--- src/rtl/tac_pkg.sv ---
package tac_pkg;

    localparam int SAMPLE_BITS = 12;
    localparam int FRAME_W     = 16;
    localparam int FRAME_SHIFT = 3;
    localparam int SUM_W       = 16;
    localparam int CNT_W       = 4;
    localparam int N_W         = CNT_W + 1;
    localparam int SIZE_W      = 11;
    localparam int OUT_W       = 10;
    localparam int CFG_IDX_W   = 3;
    localparam int CFG_DATA_W  = 12;
    localparam int DIV_W       = SAMPLE_BITS + SIZE_W;
    localparam int DIV_CNT_W   = $clog2(DIV_W + 1);

    localparam logic [FRAME_W-1:0] SAMPLE_MASK = FRAME_W'((1 << SAMPLE_BITS) - 1);
    localparam logic [OUT_W-1:0]   OUT_MAX     = '1;

    typedef enum logic [CFG_IDX_W-1:0] {
        REG_X_RAW_LOW     = 3'd0,
        REG_X_RAW_HIGH    = 3'd1,
        REG_Y_RAW_LOW     = 3'd2,
        REG_Y_RAW_HIGH    = 3'd3,
        REG_SCREEN_WIDTH  = 3'd4,
        REG_SCREEN_HEIGHT = 3'd5,
        REG_SAMPLES       = 3'd6
    } t_reg_idx;

    typedef struct packed {
        logic [11:0]       x_raw_low;
        logic [11:0]       x_raw_high;
        logic [11:0]       y_raw_low;
        logic [11:0]       y_raw_high;
        logic [SIZE_W-1:0] screen_width;
        logic [SIZE_W-1:0] screen_height;
        logic [CNT_W-1:0]  samples_per_point;
    } t_cfg;

    // one finished point: raw sums and how many samples went in
    typedef struct packed {
        logic [SUM_W-1:0] sum_x;
        logic [SUM_W-1:0] sum_y;
        logic [N_W-1:0]   n;
    } t_point;

    typedef enum logic [2:0] {
        ST_IDLE,
        ST_AVG,
        ST_MUL,
        ST_SCALE,
        ST_DONE
    } t_back_state;

endpackage

--- src/rtl/tac_div.sv ---
module tac_div
    import tac_pkg::*;
(
    input  logic             i_clk,
    input  logic             i_rst_n,
    input  logic             i_start,
    input  logic [DIV_W-1:0] i_dividend,
    input  logic [11:0]      i_divisor,
    output logic             o_busy,
    output logic [DIV_W-1:0] o_quotient
);

    logic [11:0]          r_rem;
    logic [DIV_W-1:0]     r_quo;
    logic [DIV_CNT_W-1:0] r_cnt;
    logic [11:0]          r_dvs;

    logic [12:0] rem_shift;
    logic        fits;

    // restoring division, one quotient bit per cycle
    assign rem_shift = {r_rem, r_quo[DIV_W-1]};
    assign fits      = rem_shift >= {1'b0, r_dvs};

    always_ff @(posedge i_clk) begin
        if (!i_rst_n) begin
            r_cnt <= '0;
        end else if (i_start) begin
            r_cnt <= DIV_CNT_W'(DIV_W);
        end else if (r_cnt != '0) begin
            r_cnt <= r_cnt - 1'b1;
        end
    end

    always_ff @(posedge i_clk) begin
        if (i_start) begin
            r_rem <= '0;
            r_quo <= i_dividend;
            r_dvs <= i_divisor;
        end else if (r_cnt != '0) begin
            r_rem <= fits ? 12'(rem_shift - {1'b0, r_dvs}) : rem_shift[11:0];
            r_quo <= {r_quo[DIV_W-2:0], fits};
        end
    end

    assign o_busy     = r_cnt != '0;
    assign o_quotient = r_quo;

endmodule

--- src/rtl/tac_front.sv ---
module tac_front
    import tac_pkg::*;
(
    input  logic               i_clk,
    input  logic               i_rst_n,
    input  logic               i_push,
    input  logic [FRAME_W-1:0] i_x_frame,
    input  logic [FRAME_W-1:0] i_y_frame,
    input  logic [CNT_W-1:0]   i_samples_per_point,
    input  logic               i_q_full,
    output logic               o_full,
    output logic               o_q_push,
    output t_point             o_q_data
);

    logic [SUM_W-1:0] r_sum_x, n_sum_x;
    logic [SUM_W-1:0] r_sum_y, n_sum_y;
    logic [CNT_W-1:0] r_count;

    logic [FRAME_W-1:0] smp_x, smp_y;
    logic [N_W-1:0]     n_cnt, target;
    logic               accept, last;

    assign smp_x  = (i_x_frame >> FRAME_SHIFT) & SAMPLE_MASK;
    assign smp_y  = (i_y_frame >> FRAME_SHIFT) & SAMPLE_MASK;
    assign n_sum_x = r_sum_x + SUM_W'(smp_x);
    assign n_sum_y = r_sum_y + SUM_W'(smp_y);
    assign n_cnt   = {1'b0, r_count} + 1'b1;
    // zero samples per point acts as one
    assign target  = (i_samples_per_point == '0) ? N_W'(1) : {1'b0, i_samples_per_point};
    assign last    = n_cnt >= target;

    assign o_full = i_q_full;
    assign accept = i_push && !i_q_full;

    always_ff @(posedge i_clk) begin
        if (!i_rst_n) begin
            r_sum_x <= '0;
            r_sum_y <= '0;
            r_count <= '0;
        end else if (accept) begin
            if (last) begin
                r_sum_x <= '0;
                r_sum_y <= '0;
                r_count <= '0;
            end else begin
                r_sum_x <= n_sum_x;
                r_sum_y <= n_sum_y;
                r_count <= n_cnt[CNT_W-1:0];
            end
        end
    end

    assign o_q_push       = accept && last;
    assign o_q_data.sum_x = n_sum_x;
    assign o_q_data.sum_y = n_sum_y;
    assign o_q_data.n     = n_cnt;

endmodule

--- src/rtl/tac_back.sv ---
module tac_back
    import tac_pkg::*;
(
    input  logic             i_clk,
    input  logic             i_rst_n,
    input  t_cfg             i_cfg,
    input  logic             i_q_valid,
    input  t_point           i_q_data,
    output logic             o_q_pop,
    input  logic             i_pop,
    output logic             o_empty,
    output logic [OUT_W-1:0] o_pixel_col,
    output logic [OUT_W-1:0] o_pixel_row
);

    t_back_state r_state, n_state;

    logic [11:0]      r_diff_x, r_diff_y;
    logic [OUT_W-1:0] r_col, r_row;
    logic [OUT_W-1:0] r_res_col, r_res_row;
    logic             r_out_valid;

    logic             div_start;
    logic [DIV_W-1:0] dvd_x, dvd_y;
    logic [11:0]      dvs_x, dvs_y;
    logic             busy_x, busy_y;
    logic [DIV_W-1:0] quo_x, quo_y;

    logic [11:0]       span_x, span_y;
    logic              ok_x, ok_y;
    logic [SIZE_W-1:0] size_w, size_h;
    logic [SIZE_W-1:0] lim_col, lim_row;
    logic [11:0]       cl_x, cl_y;
    logic [OUT_W-1:0]  sat_col, sat_row;
    logic              load_diff, load_res, load_out;

    assign ok_x   = i_cfg.x_raw_high > i_cfg.x_raw_low;
    assign ok_y   = i_cfg.y_raw_high > i_cfg.y_raw_low;
    assign span_x = i_cfg.x_raw_high - i_cfg.x_raw_low;
    assign span_y = i_cfg.y_raw_high - i_cfg.y_raw_low;
    assign size_w = (i_cfg.screen_width == '0) ? SIZE_W'(1) : i_cfg.screen_width;
    assign size_h = (i_cfg.screen_height == '0) ? SIZE_W'(1) : i_cfg.screen_height;
    assign lim_col = size_w - 1'b1;
    assign lim_row = size_h - 1'b1;

    // averages are exact below 2^16, compare at full quotient width
    function automatic logic [11:0] clamp(input logic [DIV_W-1:0] v,
                                          input logic [11:0] lo,
                                          input logic [11:0] hi);
        logic [11:0] c;
        if (v < DIV_W'(lo)) begin
            c = lo;
        end else if (v > DIV_W'(hi)) begin
            c = hi;
        end else begin
            c = v[11:0];
        end
        return c;
    endfunction

    function automatic logic [OUT_W-1:0] sat(input logic [DIV_W-1:0] p,
                                             input logic [SIZE_W-1:0] lim);
        logic [DIV_W-1:0] q;
        q = (p > DIV_W'(lim)) ? DIV_W'(lim) : p;
        return (q > DIV_W'(OUT_MAX)) ? OUT_MAX : q[OUT_W-1:0];
    endfunction

    assign cl_x    = clamp(quo_x, i_cfg.x_raw_low, i_cfg.x_raw_high);
    assign cl_y    = clamp(quo_y, i_cfg.y_raw_low, i_cfg.y_raw_high);
    assign sat_col = ok_y ? sat(quo_y, lim_col) : '0;
    assign sat_row = ok_x ? sat(quo_x, lim_row) : '0;

    // first pass divides sums by count, second pass divides scaled offset by span
    always_comb begin
        if (r_state == ST_IDLE) begin
            dvd_x = DIV_W'(i_q_data.sum_x);
            dvd_y = DIV_W'(i_q_data.sum_y);
            dvs_x = 12'(i_q_data.n);
            dvs_y = 12'(i_q_data.n);
        end else begin
            dvd_x = DIV_W'(r_diff_x) * DIV_W'(size_h);
            dvd_y = DIV_W'(r_diff_y) * DIV_W'(size_w);
            dvs_x = span_x;
            dvs_y = span_y;
        end
    end

    tac_div u_div_x (
        .i_clk      (i_clk),
        .i_rst_n    (i_rst_n),
        .i_start    (div_start),
        .i_dividend (dvd_x),
        .i_divisor  (dvs_x),
        .o_busy     (busy_x),
        .o_quotient (quo_x)
    );

    tac_div u_div_y (
        .i_clk      (i_clk),
        .i_rst_n    (i_rst_n),
        .i_start    (div_start),
        .i_dividend (dvd_y),
        .i_divisor  (dvs_y),
        .o_busy     (busy_y),
        .o_quotient (quo_y)
    );

    always_comb begin
        n_state   = r_state;
        div_start = 1'b0;
        o_q_pop   = 1'b0;
        load_diff = 1'b0;
        load_res  = 1'b0;
        load_out  = 1'b0;
        unique case (r_state)
            ST_IDLE: begin
                if (i_q_valid) begin
                    o_q_pop   = 1'b1;
                    div_start = 1'b1;
                    n_state   = ST_AVG;
                end
            end
            ST_AVG: begin
                if (!busy_x && !busy_y) begin
                    load_diff = 1'b1;
                    n_state   = ST_MUL;
                end
            end
            ST_MUL: begin
                div_start = 1'b1;
                n_state   = ST_SCALE;
            end
            ST_SCALE: begin
                if (!busy_x && !busy_y) begin
                    load_res = 1'b1;
                    n_state  = ST_DONE;
                end
            end
            ST_DONE: begin
                if (!r_out_valid) begin
                    load_out = 1'b1;
                    n_state  = ST_IDLE;
                end
            end
            default: n_state = ST_IDLE;
        endcase
    end

    always_ff @(posedge i_clk) begin
        if (!i_rst_n) begin
            r_state     <= ST_IDLE;
            r_out_valid <= 1'b0;
        end else begin
            r_state <= n_state;
            if (load_out) begin
                r_out_valid <= 1'b1;
            end else if (i_pop) begin
                r_out_valid <= 1'b0;
            end
        end
    end

    always_ff @(posedge i_clk) begin
        if (load_diff) begin
            r_diff_x <= cl_x - i_cfg.x_raw_low;
            r_diff_y <= cl_y - i_cfg.y_raw_low;
        end
        if (load_res) begin
            r_res_col <= sat_col;
            r_res_row <= sat_row;
        end
        if (load_out) begin
            r_col <= r_res_col;
            r_row <= r_res_row;
        end
    end

    assign o_empty     = !r_out_valid;
    assign o_pixel_col = r_col;
    assign o_pixel_row = r_row;

endmodule

--- src/rtl/touch_average_calibrate.sv ---
// path: a beat that does not finish a point only adds to the sums and gives no result;
//   a finishing beat goes through the point queue and two 23-step shift-subtract divider
//   passes (average, then scaling); a result not yet popped holds the next one back
// throughput: one input beat per cycle while the point queue has room; the back end
//   takes one point at a time, the two-entry queue absorbs bursts
// reset: synchronous active-low i_rst_n clears sums, count, queue, output; loads defaults
module touch_average_calibrate
    import tac_pkg::*;
(
    input  logic                  i_clk,
    input  logic                  i_rst_n,
    // input queue side
    input  logic                  i_push,
    output logic                  o_full,
    input  logic [FRAME_W-1:0]    i_x_frame,
    input  logic [FRAME_W-1:0]    i_y_frame,
    // result queue side
    output logic                  o_empty,
    input  logic                  i_pop,
    output logic [OUT_W-1:0]      o_pixel_col,
    output logic [OUT_W-1:0]      o_pixel_row,
    // register write channel
    input  logic                  i_cfg_valid,
    output logic                  o_cfg_ready,
    input  logic [CFG_IDX_W-1:0]  i_cfg_index,
    input  logic [CFG_DATA_W-1:0] i_cfg_data
);

    t_cfg r_cfg;

    // point queue between front and back
    t_point     r_q_mem [2];
    logic       r_q_wr, r_q_rd;
    logic [1:0] r_q_cnt;

    logic   q_push, q_pop, q_full, q_valid;
    t_point q_wdata;

    // register file, writes always taken
    assign o_cfg_ready = 1'b1;

    always_ff @(posedge i_clk) begin
        if (!i_rst_n) begin
            r_cfg.x_raw_low         <= 12'd0;
            r_cfg.x_raw_high        <= 12'd4095;
            r_cfg.y_raw_low         <= 12'd0;
            r_cfg.y_raw_high        <= 12'd4095;
            r_cfg.screen_width      <= SIZE_W'(240);
            r_cfg.screen_height     <= SIZE_W'(320);
            r_cfg.samples_per_point <= CNT_W'(5);
        end else if (i_cfg_valid) begin
            unique case (i_cfg_index)
                REG_X_RAW_LOW:     r_cfg.x_raw_low         <= i_cfg_data;
                REG_X_RAW_HIGH:    r_cfg.x_raw_high        <= i_cfg_data;
                REG_Y_RAW_LOW:     r_cfg.y_raw_low         <= i_cfg_data;
                REG_Y_RAW_HIGH:    r_cfg.y_raw_high        <= i_cfg_data;
                REG_SCREEN_WIDTH:  r_cfg.screen_width      <= i_cfg_data[SIZE_W-1:0];
                REG_SCREEN_HEIGHT: r_cfg.screen_height     <= i_cfg_data[SIZE_W-1:0];
                REG_SAMPLES:       r_cfg.samples_per_point <= i_cfg_data[CNT_W-1:0];
                default: ;
            endcase
        end
    end

    // front: sample extraction and accumulation
    tac_front u_front (
        .i_clk               (i_clk),
        .i_rst_n             (i_rst_n),
        .i_push              (i_push),
        .i_x_frame           (i_x_frame),
        .i_y_frame           (i_y_frame),
        .i_samples_per_point (r_cfg.samples_per_point),
        .i_q_full            (q_full),
        .o_full              (o_full),
        .o_q_push            (q_push),
        .o_q_data            (q_wdata)
    );

    assign q_full  = r_q_cnt == 2'd2;
    assign q_valid = r_q_cnt != 2'd0;

    always_ff @(posedge i_clk) begin
        if (!i_rst_n) begin
            r_q_wr  <= 1'b0;
            r_q_rd  <= 1'b0;
            r_q_cnt <= '0;
        end else begin
            if (q_push) begin
                r_q_wr <= ~r_q_wr;
            end
            if (q_pop) begin
                r_q_rd <= ~r_q_rd;
            end
            if (q_push && !q_pop) begin
                r_q_cnt <= r_q_cnt + 1'b1;
            end else if (!q_push && q_pop) begin
                r_q_cnt <= r_q_cnt - 1'b1;
            end
        end
    end

    always_ff @(posedge i_clk) begin
        if (q_push) begin
            r_q_mem[r_q_wr] <= q_wdata;
        end
    end

    // back: average, clamp, scale, saturate, hold result beat
    tac_back u_back (
        .i_clk       (i_clk),
        .i_rst_n     (i_rst_n),
        .i_cfg       (r_cfg),
        .i_q_valid   (q_valid),
        .i_q_data    (r_q_mem[r_q_rd]),
        .o_q_pop     (q_pop),
        .i_pop       (i_pop),
        .o_empty     (o_empty),
        .o_pixel_col (o_pixel_col),
        .o_pixel_row (o_pixel_row)
    );

endmodule
--- config.mk ---
export PLATFORM = sky130hd
export DESIGN_NAME = touch_average_calibrate
export DESIGN_NICKNAME = d
export VERILOG_FILES = /design/src/rtl/tac_pkg.sv /design/src/rtl/tac_div.sv /design/src/rtl/tac_front.sv /design/src/rtl/tac_back.sv /design/src/rtl/touch_average_calibrate.sv
export SDC_FILE = /design/constraint.sdc
export NUM_CORES = 1
export LEC_CHECK = 0
export BUFFER_PORTS_ARGS = -buffer_cell sky130_fd_sc_hd__clkbuf_2
export CAP_MARGIN = 0
export CORE_MARGIN = 2
export CORE_UTILIZATION = 31
export DETAILED_ROUTE_END_ITERATION = 12
export GPL_ROUTABILITY_DRIVEN = 0
export SYNTH_ARGS = -nofsm -noshare
export SYNTH_HDL_FRONTEND = slang
export SYNTH_SLANG_ARGS = --single-unit
--- constraint.sdc ---
create_clock -name i_clk -period 13.8 [get_ports i_clk]
set_input_delay 1.38 -clock i_clk [delete_from_list [all_inputs] [get_ports i_clk]]
set_output_delay 1.38 -clock i_clk [all_outputs]
set_load 0.02 [all_outputs]
==> results.sh <==
export IMPL_outcome="completed"
export IMPL_initial_core_util=0.314
export IMPL_std_cell_rows=112
export IMPL_synth_compound_area_frac=0.142
export IMPL_switching_share=0.398
export IMPL_drive_gt1_frac=0.0676
export IMPL_nets=3694
export IMPL_required_ns=14.12
export IMPL_reg2regPathDepth=18
export IMPL_antenna_found_initial=7
export IMPL_via_per_inst=5.03
export IMPL_worstHoldStart="u_back.r_res_row[9]"
export IMPL_r2r_start="u_back.r_diff_y[4]"
export IMPL_synth_cell_types=88
export IMPL_p_comb_frac=0.441
export IMPL_drc=0
export IMPL_hold_path_class="register to register"
export IMPL_die_x_um=312
export IMPL_cts_sinks=361
export IMPL_syn_to_final_growth_pct=10.9
export IMPL_grt_pass1_vias=21900
export IMPL_die_h_um=312
export IMPL_p_leak_nw=14.2
export IMPL_endpoint_kind="register"
export IMPL_final_min_clock_period_ns=6.34
export IMPL_r2r_end="u_back.u_div_y.o_quotient[20]"
export IMPL_setup_viol=0
export IMPL_cts_max_level=2
export IMPL_synthAdderAreaFrac=0.252
export IMPL_synthMuxAreaShare=0.0288
export IMPL_clock_latency_ns=0.59
export IMPL_wl_per_cell_um=17.6
export IMPL_wirelength_um=78100
export IMPL_ioPinCount=75
export IMPL_clock_power_share=0.238
export IMPL_relSlewSlack=0.225
export IMPL_dr_pass1_iters=5
export IMPL_core_mm2=0.0937
export IMPL_p_int_mw=3.11
export IMPL_dpl_hpwl_um=58900
export IMPL_final_area_mm2=0.0326
export IMPL_worst_pin_slew_ns=1.15
export IMPL_fin_crit_sh=0.459
export IMPL_critPathKind="register to register"
export IMPL_vias=22400
export IMPL_cts_tree="yes"
export IMPL_synth_edff_count=208
export IMPL_finalSetupTns_ns=0
export IMPL_worstSetupStartpointType="register"
export IMPL_ys_ff_latch=361
export IMPL_max_cap_violations=0
export IMPL_synth_flop_cell="edfxtp_1"
export IMPL_skew_ns=0.0255
export IMPL_cts_hold_buffers=0
export IMPL_io_buffers=65
export IMPL_synth_nets=3685
export IMPL_synthXorXnorAreaFrac=0.0372
export IMPL_seq_area_frac_synth=0.316
export IMPL_clock_path_buffers=3
export IMPL_synthArstFlopShare=0
export IMPL_cts_made_buffers=43
export IMPL_arrival_ns=6.66
export IMPL_ys_warn_count=0
export IMPL_drv_slew=0
export IMPL_power_density_mw_per_mm2=158
export IMPL_ctsResizeCount=0
export IMPL_p_sw_mw=2.06
export IMPL_syn_inst=3151
export IMPL_whs_path_depth=0
export IMPL_dieArea_mm2=0.0974
export IMPL_seqPwrFrac=0.322
export IMPL_worstPathMaxFanout=11
export IMPL_synth_top_family_by_area="adder cells"
export IMPL_synthSimpleGateAreaFrac=0.159
export IMPL_path_clk_slew_ns=0.06
export IMPL_r2r_slack_ns=7.46
export IMPL_hold_path_end="u_back.o_pixel_row[9]"
export IMPL_grt_max_degree=87
export IMPL_netlist_area_mm2=0.0294
export IMPL_root_buffer="clkbuf_16"
export IMPL_postCtsSetupBuffers=0
export IMPL_dpl_cell_area_mm2=0.0311
export IMPL_overflow=0
export IMPL_grt_setup_unrepaired="false"
export IMPL_hold_viol=0
export IMPL_grt_pass1_wl_um=125000
export IMPL_avgSynthCellArea_um2=9.34
export IMPL_fmax_mhz=158
export IMPL_irDropWorstVdd_v=0.000100
export IMPL_drt_antenna_violating_nets=0
export IMPL_grt_use_total=0.160
export IMPL_drt_iter0_drc=1710
[worst max-delay path: stages, from the launching register on]
cell	delay, ns
edfxtp_1	0.69
nand2_1	0.17
fa_1	0.56
inv_1	0.05
fa_1	0.48
fa_1	0.54
fa_1	0.58
inv_1	0.07
fa_1	0.53
inv_1	0.04
ha_1	0.42
a2111oi_4	0.38
o21ai_1	0.10
o21a_1	0.11
a41o_1	0.27
a221o_1	0.37
a21o_1	0.22
a21oi_2	0.17
mux2_1	0.33
[sequential cells by signal, summed over array words and instances, names as in the netlist, 10 cells and up, named ones only]
register	count
u_back.o_pixel_row	10
u_back.r_diff_y	12
u_back.u_div_x.r_dvs	12
u_back.u_div_y.o_quotient	23
u_back.r_diff_x	12
r_q_mem	74
u_back.u_div_x.o_quotient	23
u_front.r_sum_x	16
r_cfg	74
u_back.u_div_x.r_rem	12
u_back.o_pixel_col	10
u_back.u_div_y.r_dvs	12
u_back.u_div_y.r_rem	12
u_back.r_res_col	10
u_front.r_sum_y	16
u_back.r_res_row	10
[cells by family (layout without fill, tap and decap cells)]
kind of cell    Yosys count  after routing
simple gates            970            970
xor+xnor                125            125
flops                   361            361
mux                      84             84
fa+ha+maj               482            482
buf+inv                 491            535
other cells               1              2
compound gates          637            637
[power groups by stage]
stage / Clock, mW / Sequential (mW) / Combinational [mW]
CTS: 1.25 / 1.66 / 2.28
detailed placement: 0 / 1.67 / 2.27
global route: 1.29 / 1.68 / 2.58
floorplan: 0 / 1.56 / 1.75
global placement: 0 / 1.67 / 2.23
finish: 1.23 / 1.66 / 2.28
[worst max-delay path by stage]
stage / from / endpoint / slack, ns / depth (start not counted)
floorplan: r_cfg[21] / u_back.u_div_y.o_quotient[20] / 7.81 / 21
global placement: u_back.r_diff_y[4] / u_back.u_div_y.o_quotient[20] / 7.51 / 18
detailed placement: u_back.r_diff_y[4] / u_back.u_div_y.o_quotient[20] / 7.51 / 18
CTS: u_back.r_diff_y[4] / u_back.u_div_y.o_quotient[20] / 7.47 / 18
global route: r_cfg[25] / u_back.u_div_y.o_quotient[20] / 7.20 / 18
finish: u_back.r_diff_y[4] / u_back.u_div_y.o_quotient[20] / 7.46 / 18
[stage by stage]
step	hold slack, ns	utilization	setup WS (ns)	power (mW)	std cells
CTS	0.419	0.348	7.47	5.19	4449
detailed placement	0.405	0.332	7.51	3.94	4369
floorplan	0.400	-	7.81	3.31	3151
finish	0.417	0.348	7.46	5.17	4450
global placement	0.401	0.332	7.51	3.90	4369
global route	0.425	0.348	7.20	5.55	4449
[synth_stat cells (all sizes together), types with 6 or more instances]
| cell | n | area (um2) |
|---|---|---|
| a211o | 8 | 70.1 |
| a211oi | 17 | 133 |
| a21boi | 30 | 225 |
| a21o | 59 | 443 |
| a21oi | 166 | 838 |
| a22oi | 14 | 105 |
| a311oi | 21 | 184 |
| a31o | 6 | 52.6 |
| a31oi | 19 | 119 |
| and2 | 142 | 888 |
| and3 | 15 | 98.8 |
| buf | 19 | 97.6 |
| clkbuf | 121 | 454 |
| dfxtp | 153 | 3060 |
| edfxtp | 208 | 6250 |
| fa | 186 | 3720 |
| ha | 296 | 3700 |
| inv | 351 | 1320 |
| mux2 | 6 | 67.6 |
| mux2i | 78 | 781 |
| nand2 | 388 | 1460 |
| nand2b | 37 | 231 |
| nand3 | 50 | 250 |
| nand4 | 19 | 119 |
| nor2 | 141 | 532 |
| nor2b | 39 | 244 |
| nor3 | 74 | 375 |
| nor4 | 12 | 90.1 |
| o211ai | 38 | 285 |
| o21a | 34 | 255 |
| o21ai | 143 | 719 |
| o21bai | 14 | 105 |
| o31ai | 10 | 80.1 |
| o41ai | 8 | 70.1 |
| or3 | 24 | 155 |
| xnor2 | 82 | 718 |
| xor2 | 43 | 377 |
[per-layer routing]
layer,vias up,global-route usage,share of wire
met5,-,0,0.00083
met4,14,0.0351,0.020
met3,115,0.0249,0.059
met2,524,0.249,0.44
met1,10900,0.233,0.48
li1,10900,-,-
[cell usage in the layout (no fill, tap or decap), types with 8 or more instances in the layout]
cell	count
nor2b_1	39
o21bai_1	14
clkinv_1	8
mux2i_1	78
a31oi_1	19
inv_1	349
dfxtp_1	152
o41ai_1	8
buf_4	39
a21oi_1	164
clkinv_2	8
nor3_1	71
nor4_1	9
o21a_1	34
a21o_1	59
o21ai_0	141
ha_1	296
and3_1	13
and2_1	142
clkbuf_2	64
a211o_1	8
or3_1	23
fa_1	186
a211oi_1	16
nand3_1	50
nor2_1	140
a22oi_1	14
xor2_1	43
clkbuf_16	44
a21boi_0	30
nand2b_1	37
nand4_1	19
o211ai_1	38
a311oi_1	21
xnor2_1	82
edfxtp_1	208
nand2_1	388
[cell type report]
| class | count | area [um2] |
|---|---|---|
| Inverter | 351 | 1320 |
| Sequential cell | 361 | 9310 |
| Fill cell | 9599 | 61100 |
| Antenna cell | 1 | 2.50 |
| Clock inverter | 27 | 350 |
| Multi-Input combinational cell | 2299 | 18300 |
| Clock buffer | 53 | 1170 |
| Tap cell | 1254 | 1570 |
| Timing Repair Buffer | 104 | 618 |
(Power assumes the default switching activity.)
